File: config.mk
export PLATFORM = sky130hd
export DESIGN_NAME = array_list_with_cursor_core
export DESIGN_NICKNAME = d
export VERILOG_FILES = /design/src/rtl/core/alwc_pkg.sv /design/src/rtl/core/alwc_cell.sv /design/src/rtl/core/array_list_with_cursor_core.sv
export SDC_FILE = /design/constraint.sdc
export NUM_CORES = 2
export LEC_CHECK = 0
export BUFFER_PORTS_ARGS = -buffer_cell sky130_fd_sc_hd__buf_2
export CELL_PAD_IN_SITES_DETAIL_PLACEMENT = 2
export CELL_PAD_IN_SITES_GLOBAL_PLACEMENT = 2
export CORE_AREA = 4 4 500 502
export CTS_CLUSTER_DIAMETER = 150
export CTS_CLUSTER_SIZE = 16
export DETAILED_ROUTE_END_ITERATION = 10
export DIE_AREA = 0 0 504 506
export GPL_ROUTABILITY_DRIVEN = 0
export PLACE_DENSITY = 0.83
export SYNTH_ARGS = -nofsm -noshare
export SYNTH_HDL_FRONTEND = slang
export SYNTH_HIERARCHICAL = 1
export SYNTH_SLANG_ARGS = --single-unit
export TNS_END_PERCENT = 20
File: constraint.sdc
create_clock -name clk -period 18 [get_ports clk]
set_input_delay 4.5 -clock clk [delete_from_list [all_inputs] [get_ports clk]]
set_output_delay 4.5 -clock clk [all_outputs]
set_load 0.02 [all_outputs]
File: src/rtl/core/alwc_pkg.sv
// Package: opcode, status and cell control types for the array list core.
package alwc_pkg;

  typedef enum logic [1:0] {
    OP_APPEND = 2'd0,
    OP_FIRST  = 2'd1,
    OP_NEXT   = 2'd2,
    OP_REMOVE = 2'd3
  } opcode_t;

  typedef enum logic [1:0] {
    ST_OK            = 2'd0,
    ST_FULL          = 2'd1,
    ST_NONE_TO_VISIT = 2'd2,
    ST_NO_CURRENT    = 2'd3
  } status_t;

  typedef struct packed {
    logic append_ok;
    logic remove_ok;
  } cell_ctrl_t;

endpackage : alwc_pkg

File: src/rtl/core/alwc_cell.sv
// Entry cell: holds one list entry, loads on append, takes its upper neighbor on a removal at or below its index.
module alwc_cell #(
  parameter int IDX        = 0,
  parameter int IW         = 6,
  parameter int DATA_WIDTH = 32
) (
  input  logic                   clk,
  input  alwc_pkg::cell_ctrl_t   ctrl,
  input  logic [IW-1:0]          wr_idx,
  input  logic [IW-1:0]          shift_idx,
  input  logic [IW-1:0]          rd_idx,
  input  logic [DATA_WIDTH-1:0]  wr_data,
  input  logic [DATA_WIDTH-1:0]  nbr_data,
  output logic [DATA_WIDTH-1:0]  data_o,
  output logic [DATA_WIDTH-1:0]  sel_data_o
);
  import alwc_pkg::*;

  localparam logic [IW-1:0] MY_IDX = IW'(IDX);

  logic [DATA_WIDTH-1:0] data_r;
  logic [DATA_WIDTH-1:0] data_nxt;

  always_comb begin
    data_nxt = data_r;
    if (ctrl.append_ok && (wr_idx == MY_IDX)) begin
      data_nxt = wr_data;
    end else if (ctrl.remove_ok && (MY_IDX >= shift_idx)) begin
      data_nxt = nbr_data;
    end
  end

  always_ff @(posedge clk) begin
    data_r <= data_nxt;
  end

  assign data_o     = data_r;
  assign sel_data_o = (rd_idx == MY_IDX) ? data_r : '0;

endmodule : alwc_cell

File: src/rtl/core/array_list_with_cursor_core.sv
// Top level: fixed-capacity ordered list with an iteration cursor.
// Usage:
//   Input channel in_*: one transaction per operation; in_tuser carries the
//   opcode (append, go to first, go to next, remove current), in_tdata the
//   value to append. Output channel out_*: exactly one result transaction per
//   operation, with the status in out_tuser and the read value and entry count
//   in out_tdata.
//   Result: registered, it appears in the cycle after the operation is accepted.
//   Throughput: one operation per cycle while out_tready is high. Every entry
//   lives in its own cell of a row; on removal all cells at or above the cursor
//   load their upper neighbor in the same cycle, and reads select one cell
//   through a one-hot AND-OR.
//   Reset: count cleared, cursor set to none, no result pending; entry cells
//   are not cleared (only entries below the count are ever read).
//   Stall: the result is held in an output register; while it waits and
//   out_tready is low, in_tready is low. When out_tready is high, a new
//   operation is taken in the same cycle the held result leaves.
module array_list_with_cursor_core #(
  parameter int CAPACITY   = 64,
  parameter int DATA_WIDTH = 32
) (
  input  logic        clk,
  input  logic        rst_n,
  input  logic        in_tvalid,
  output logic        in_tready,
  input  logic [31:0] in_tdata,   // [31:0] value
  input  logic [1:0]  in_tuser,   // [1:0] opcode
  output logic        out_tvalid,
  input  logic        out_tready,
  output logic [39:0] out_tdata,  // [31:0] read_value, [38:32] entry_count, [39] zero
  output logic [1:0]  out_tuser   // [1:0] status
);
  import alwc_pkg::*;

  localparam int IW = (CAPACITY > 1) ? $clog2(CAPACITY) : 1;
  localparam int CW = $clog2(CAPACITY + 1);
  localparam int SW = CW + 1;
  localparam logic [CW-1:0] CAP_CNT = CW'(CAPACITY);

  logic [CW-1:0]        count_r, count_nxt;
  logic signed [IW:0]   cursor_r, cursor_nxt;
  logic                 out_valid_r;
  status_t              status_r, status_nxt;
  logic [31:0]          rd_value_r;
  logic [CW-1:0]        out_count_r;

  logic                 in_fire;
  opcode_t              opcode;
  cell_ctrl_t           ctrl;
  logic signed [SW-1:0] cur_s, cnt_s;
  logic                 full, next_none, rem_ok, rd_en;
  logic [IW-1:0]        rd_idx, wr_idx, shift_idx;
  logic [DATA_WIDTH-1:0] wr_data;
  logic [DATA_WIDTH-1:0] cell_data [CAPACITY];
  logic [DATA_WIDTH-1:0] cell_sel  [CAPACITY];
  logic [DATA_WIDTH-1:0] rd_mux;

  assign in_tready = !out_valid_r || out_tready;
  assign in_fire   = in_tvalid && in_tready;
  assign opcode    = opcode_t'(in_tuser);

  assign cur_s     = SW'(cursor_r);
  assign cnt_s     = $signed({1'b0, count_r});
  assign full      = (count_r == CAP_CNT);
  assign next_none = (cur_s >= (cnt_s - SW'(1)));
  assign rem_ok    = (cur_s >= SW'(0)) && (cur_s < cnt_s);
  assign wr_idx    = IW'(count_r);
  assign shift_idx = IW'(cursor_r);
  assign wr_data   = DATA_WIDTH'(in_tdata);

  always_comb begin
    ctrl       = '0;
    status_nxt = ST_OK;
    count_nxt  = count_r;
    cursor_nxt = cursor_r;
    rd_idx     = '0;
    rd_en      = 1'b0;
    case (opcode)
      OP_APPEND: begin
        if (full) begin
          status_nxt = ST_FULL;
        end else begin
          ctrl.append_ok = in_fire;
          count_nxt      = count_r + CW'(1);
        end
      end
      OP_FIRST: begin
        if (count_r == '0) begin
          status_nxt = ST_NONE_TO_VISIT;
        end else begin
          cursor_nxt = '0;
          rd_en      = 1'b1;
        end
      end
      OP_NEXT: begin
        if (next_none) begin
          status_nxt = ST_NONE_TO_VISIT;
        end else begin
          cursor_nxt = cursor_r + (IW+1)'(1);
          rd_idx     = IW'(cursor_nxt);
          rd_en      = 1'b1;
        end
      end
      OP_REMOVE: begin
        if (!rem_ok) begin
          status_nxt = ST_NO_CURRENT;
        end else begin
          ctrl.remove_ok = in_fire;
          count_nxt      = count_r - CW'(1);
          cursor_nxt     = cursor_r - (IW+1)'(1);
          rd_idx         = IW'(cursor_r);
          rd_en          = 1'b1;
        end
      end
      default: begin
        status_nxt = ST_OK;
      end
    endcase
  end

  for (genvar g = 0; g < CAPACITY; g++) begin : g_cell
    logic [DATA_WIDTH-1:0] nbr;
    if (g == CAPACITY - 1) begin : g_last
      assign nbr = cell_data[g];
    end else begin : g_mid
      assign nbr = cell_data[g+1];
    end
    alwc_cell #(
      .IDX        (g),
      .IW         (IW),
      .DATA_WIDTH (DATA_WIDTH)
    ) u_cell (
      .clk        (clk),
      .ctrl       (ctrl),
      .wr_idx     (wr_idx),
      .shift_idx  (shift_idx),
      .rd_idx     (rd_idx),
      .wr_data    (wr_data),
      .nbr_data   (nbr),
      .data_o     (cell_data[g]),
      .sel_data_o (cell_sel[g])
    );
  end

  always_comb begin
    rd_mux = '0;
    for (int i = 0; i < CAPACITY; i++) begin
      rd_mux = rd_mux | cell_sel[i];
    end
  end

  always_ff @(posedge clk) begin
    if (!rst_n) begin
      count_r     <= '0;
      cursor_r    <= '1;
      out_valid_r <= 1'b0;
    end else begin
      if (in_fire) begin
        count_r  <= count_nxt;
        cursor_r <= cursor_nxt;
      end
      if (in_fire) begin
        out_valid_r <= 1'b1;
      end else if (out_tready) begin
        out_valid_r <= 1'b0;
      end
    end
  end

  always_ff @(posedge clk) begin
    if (in_fire) begin
      status_r    <= status_nxt;
      rd_value_r  <= rd_en ? 32'(rd_mux) : 32'd0;
      out_count_r <= count_nxt;
    end
  end

  assign out_tvalid = out_valid_r;
  assign out_tuser  = status_r;
  assign out_tdata  = {1'b0, 7'(out_count_r), rd_value_r};

endmodule : array_list_with_cursor_core

Yosys cells after proc, flatten, opt, wreduce, memory -nomap -nowiden --
Index checks and enable logic that the tools add are counted.
Storage, ports and cells: bits in registers 2104, bits of input ports 38, output and inout port bits 44, logic and storage cells 753
Operators by class: $add $sub $neg 5, $lt $le $gt $ge 66, equal/unequal tests 133, muxes and demuxes 215, bitwise logic cells 63, reduce and logical (&&, ||, !) cells 201
Operators by type and width (count):
- $mux 32 | 190
- $or 32x32->32 | 63
- $eq 6x6->1 const B | 64
- $eq 6x5->1 const B | 32
- $ge 6x6->1 const A | 31
- $logic_and 1x1->1 | 129
- $reduce_bool 2->1 | 64
- $eq 6x4->1 const B | 16
- $ge 5x6->1 const A | 16
- $eq 6x3->1 const B | 8
- $ge 4x6->1 const A | 8
- $mux 7 | 5
- $eq 6x2->1 const B | 4
- $ge 3x6->1 const A | 4
- $pmux 7 s3 | 1
- $pmux 7 s2 | 1
- $eq 6x1->1 const B | 2
- $ge 1x6->1 const A | 2
- $ge 2x6->1 const A | 2
- $logic_not 6->1 | 2
- $mux 6 | 2
- $pmux 6 s2 | 1
- $mux 1 | 10
- $ge 7x8->1 | 1
- 20 further kinds | 25

Longest topological paths before layout --
depth in word-level cells 69, depth in mapped cells 20, mapped depth without buffers 17

Worst setup path after synthesis --
Ideal clock, no wire load.
path kind in2reg, start point input in_tuser[1], end point register g_cell[62].u_cell.data_r[0], enable pin, library setup time 0.465 ns, arrival 13.483 ns, data required time 17.535 ns, setup slack 4.051 ns, stages on the path 7, path buffers 1, cell sequence inv_1 -> ha_1 -> clkbuf_1 -> nand2_1 -> nor2_1 -> nand3_1 -> o21ai_0
RTL lines:
- start, declared | line array_list_with_cursor_core.sv:27 | input logic [1:0] in_tuser,
- end signal, assigned | line alwc_cell.sv:34 | data_r <= data_nxt;
- end, declared | line alwc_cell.sv:21 | logic [DATA_WIDTH-1:0] data_r;

==> out/results.ini <==
[routing]
wirelength_um = 530000
avgRoutedWirePerCell_um = 46.3
dr.pass1.iters = 6
ant_nets = 0
viasPerCell = 7.16
drcViolationCount = 0
drt_first_iter_violations = 13622
routed-via-count = 81923

[layout]
areaGrowthSynthToFinish_pct = 7.22
final_cell_area_sq_um = 126000
drive_gt1_share_pct = 36.0
fin_nets = 8224

[min_path]
hold_path_class = reg2reg
holdPathStages = 1

[logic_synthesis]
synthXorXnorAreaFrac_pct = 0.0598
synth_top_area_share_pct = 53.5
avgSynthCellArea_sq_um = 14.6
yosys.area_share.adder_pct = 0.256
syn_area_sq_um = 117000
synth_top_family_by_area = multiplexers
synth-edff-count = 2089
ys_top_cells_by_area = edfxtp_1, mux2_4, and2_1, mux2_2, nor4_1
synthCells = 8043
muxShareOfSynthArea_pct = 23.5
ys.flop_type = edfxtp_1
synth_compound_gate_area_share_pct = 0.998
synthArstFlopShare_pct = 0
yosys.area_share.simple_pct = 18.6
ys_ff_latch = 2104
synth_nets = 8105
yosys_warnings = 6
synth-seq-area-share_pct = 53.8
synth_largest_area_cell = edfxtp_1
synthDistinctLibCells = 94

[clock_tree]
postCtsSetupBuffers = 0
clockBufferDepth = 3
hold_buffers = 0
path_clk_slew_ps = 80
cts_root_buf = clkbuf_16
cts_buffers = 149
cts_sinks = 2104
h-tree-depth = 4
cts_tree = yes
clock_latency_ps = 900
cts_resized = 0

[sta]
fin_tns_setup_ps = 0
rsz0062_at_grt = no
post-route-period-util_pct = 56.2
worst_pin_slew_ps = 1730
slew_violations = 17
max_freq_mhz = 98.9
fin_skew_ps = 54.0
setup_viol = 0
maxSlewHeadroom_pct = -16.2
min_period_ps = 10120
finalHoldViolCount = 0

[floorplan]
die_width_um = 504
core_area_sq_um = 245000
io_pins = 82
rows = 182
dieHeight_um = 506
die-area_sq_um = 255000
initial_core_util_pct = 47.8

[pwr]
power_density_nw_per_um2 = 73.2
vdd_drop_max_mv = 0.0858
leakagePower_nw = 48.6

[worst_setup_path]
worstPathArrival_ps = 10710
critPathRequiredTime_ps = 18590
start_kind = primary input
path_class = in2reg
worst-r2r-setup-slack_ps = 9770
end_kind = flop
ff2ff_path_depth = 21
path_max_fanout = 48

[place]
io_buffers = 80
hpwlAfterDp_um = 348000
placed_area_sq_um = 121000

[global_routing]
grt_use_total_pct = 40.1
antenna_found_initial = 90
overflow = 0
grt_pass1_vias = 84202
grt_pass1_wl_um = 719000
grt_max_degree = 65

[run]
max_cap_violations = 10

[outcome]
status = finished with violations
violations = max-capacitance violations, max-slew violations

-- layout by cell type, fill, tap and decap left out, types with 9 or more instances in the layout --
| cell | n |
|---|---|
| a21oi_1 | 24 |
| nand2b_1 | 10 |
| and4bb_2 | 20 |
| nor3_1 | 9 |
| nor3_2 | 19 |
| o21ai_0 | 40 |
| or4b_4 | 10 |
| nand2_1 | 103 |
| nand4_1 | 148 |
| nor4_2 | 57 |
| edfxtp_1 | 2089 |
| diode_2 | 41 |
| nand4_4 | 11 |
| mux2_1 | 54 |
| nand4b_1 | 23 |
| nor3b_2 | 21 |
| and2_2 | 128 |
| nor3_4 | 17 |
| nor4_1 | 502 |
| nor2_1 | 69 |
| nand3_4 | 11 |
| inv_1 | 29 |
| buf_4 | 309 |
| nand3_1 | 30 |
| mux2_4 | 1191 |
| nor4b_4 | 10 |
| nor4b_1 | 11 |
| o211ai_1 | 9 |
| mux2_2 | 804 |
| ha_1 | 24 |
| and2_1 | 1920 |
| clkbuf_16 | 156 |
| dfxtp_4 | 9 |
| nand4b_4 | 28 |
| buf_2 | 54 |
| and3_2 | 9 |
| nand4bb_1 | 17 |
| a21o_1 | 14 |
-- through the flow --
stage	setup WS, ps	hold WS (ps)	instances	utilization [%]	power [mW]
6_report	7880	565	11444	51.2	9.20
5_1_grt	7890	580	11408	51.2	9.37
4_1_cts	8340	547	11400	51.2	9.16
3_5_place_dp	7460	545	11228	49.5	5.88
3_3_place_gp	6030	530	11205	49.4	5.86
2_1_floorplan	4050	505	8043	-	5.62
-- area by class of cell --
| type | instances | area (sq um) |
|---|---|---|
| Inverter | 32 | 120 |
| Tap cell | 3220 | 4030 |
| Sequential cell | 2104 | 63100 |
| Timing Repair Buffer | 369 | 2650 |
| Clock inverter | 9 | 109 |
| Fill cell | 22083 | 120000 |
| Antenna cell | 41 | 103 |
| Clock buffer | 163 | 3930 |
| Multi-Input combinational cell | 5506 | 51700 |
-- cells in the mapped netlist (6+ instances only) --
library cell,number
nand4_4,11
nor3_1,28
o31ai_1,8
nand4b_4,27
dfxtp_1,15
and4bb_2,20
mux2_1,54
clkbuf_1,140
edfxtp_1,2089
nand3_1,37
o21ai_0,47
a21o_1,14
mux2_4,1190
buf_12,9
nand2_1,106
nand4_1,148
or4b_4,10
nand4bb_1,17
mux2_2,805
nor3b_1,20
o211ai_1,9
nand3_4,10
buf_2,34
buf_6,190
and3_1,14
nor2_1,73
nor4b_4,10
a21oi_1,24
and2_1,1920
and2_2,128
nand3b_1,8
a211oi_1,7
xnor2_1,8
clkbuf_2,24
nor4_1,555
nor3_4,17
o311ai_0,6
ha_1,24
nor4b_1,11
nand2b_1,10
inv_1,30
nand4b_1,23
-- final timing paths --
path / startpoint / to
min: g_cell[44].u_cell/data_o[28] / g_cell[43].u_cell/data_o[28]
max: in_tuser[0] / rd_value_r[22]
min reg2reg: g_cell[44].u_cell/data_o[28] / g_cell[43].u_cell/data_o[28]
max reg2reg: count_r[1] / rd_value_r[22]
-- critical path, cell delays in order --
cell      delay, ps
buf_2           110
ha_1            470
nand2b_1        370
nor2_1          510
a21oi_1         160
mux2i_4         170
buf_4           270
buf_4           550
or4b_4          260
nor3_4           40
buf_4           320
and2_1          260
nor4_1         1260
nand4_1         660
nor4_1          610
nor2_1           90
-- logic make-up after synthesis --
logic type	Yosys count
and+or+nand+nor	3253
DFF	2104
muxes	2053
buffers and inverters	433
AOI/OAI and AO/OA	167
adders and majority gates	24
xor gates and xnor gates	8
other	1
-- state kept, by name (all words and copies together) (netlist names) --
name and cells:
count_r 7, out_tvalid 1, g_cell.u_cell/data_o 2048, out_tuser 2, cursor_r 7, rd_value_r 32
out_count_r 7
-- per-layer routing --
| layer | GRT usage (%) | routed length [um] | vias to the layer above |
|---|---|---|---|
| li1 | - | - | 30489 |
| met1 | 48.6 | 185000 | 42964 |
| met2 | 61.2 | 233000 | 6667 |
| met3 | 10.7 | 62100 | 1751 |
| met4 | 30.4 | 49000 | 52 |
| met5 | 0 | 388 | - |
-- report_power, final --
part           switching (mW)  internal [mW]
Clock                    1.85           1.55
Combinational           0.353          0.110
Sequential             0.0244           5.31
Note: power is estimated with default switching activity, not from simulation.
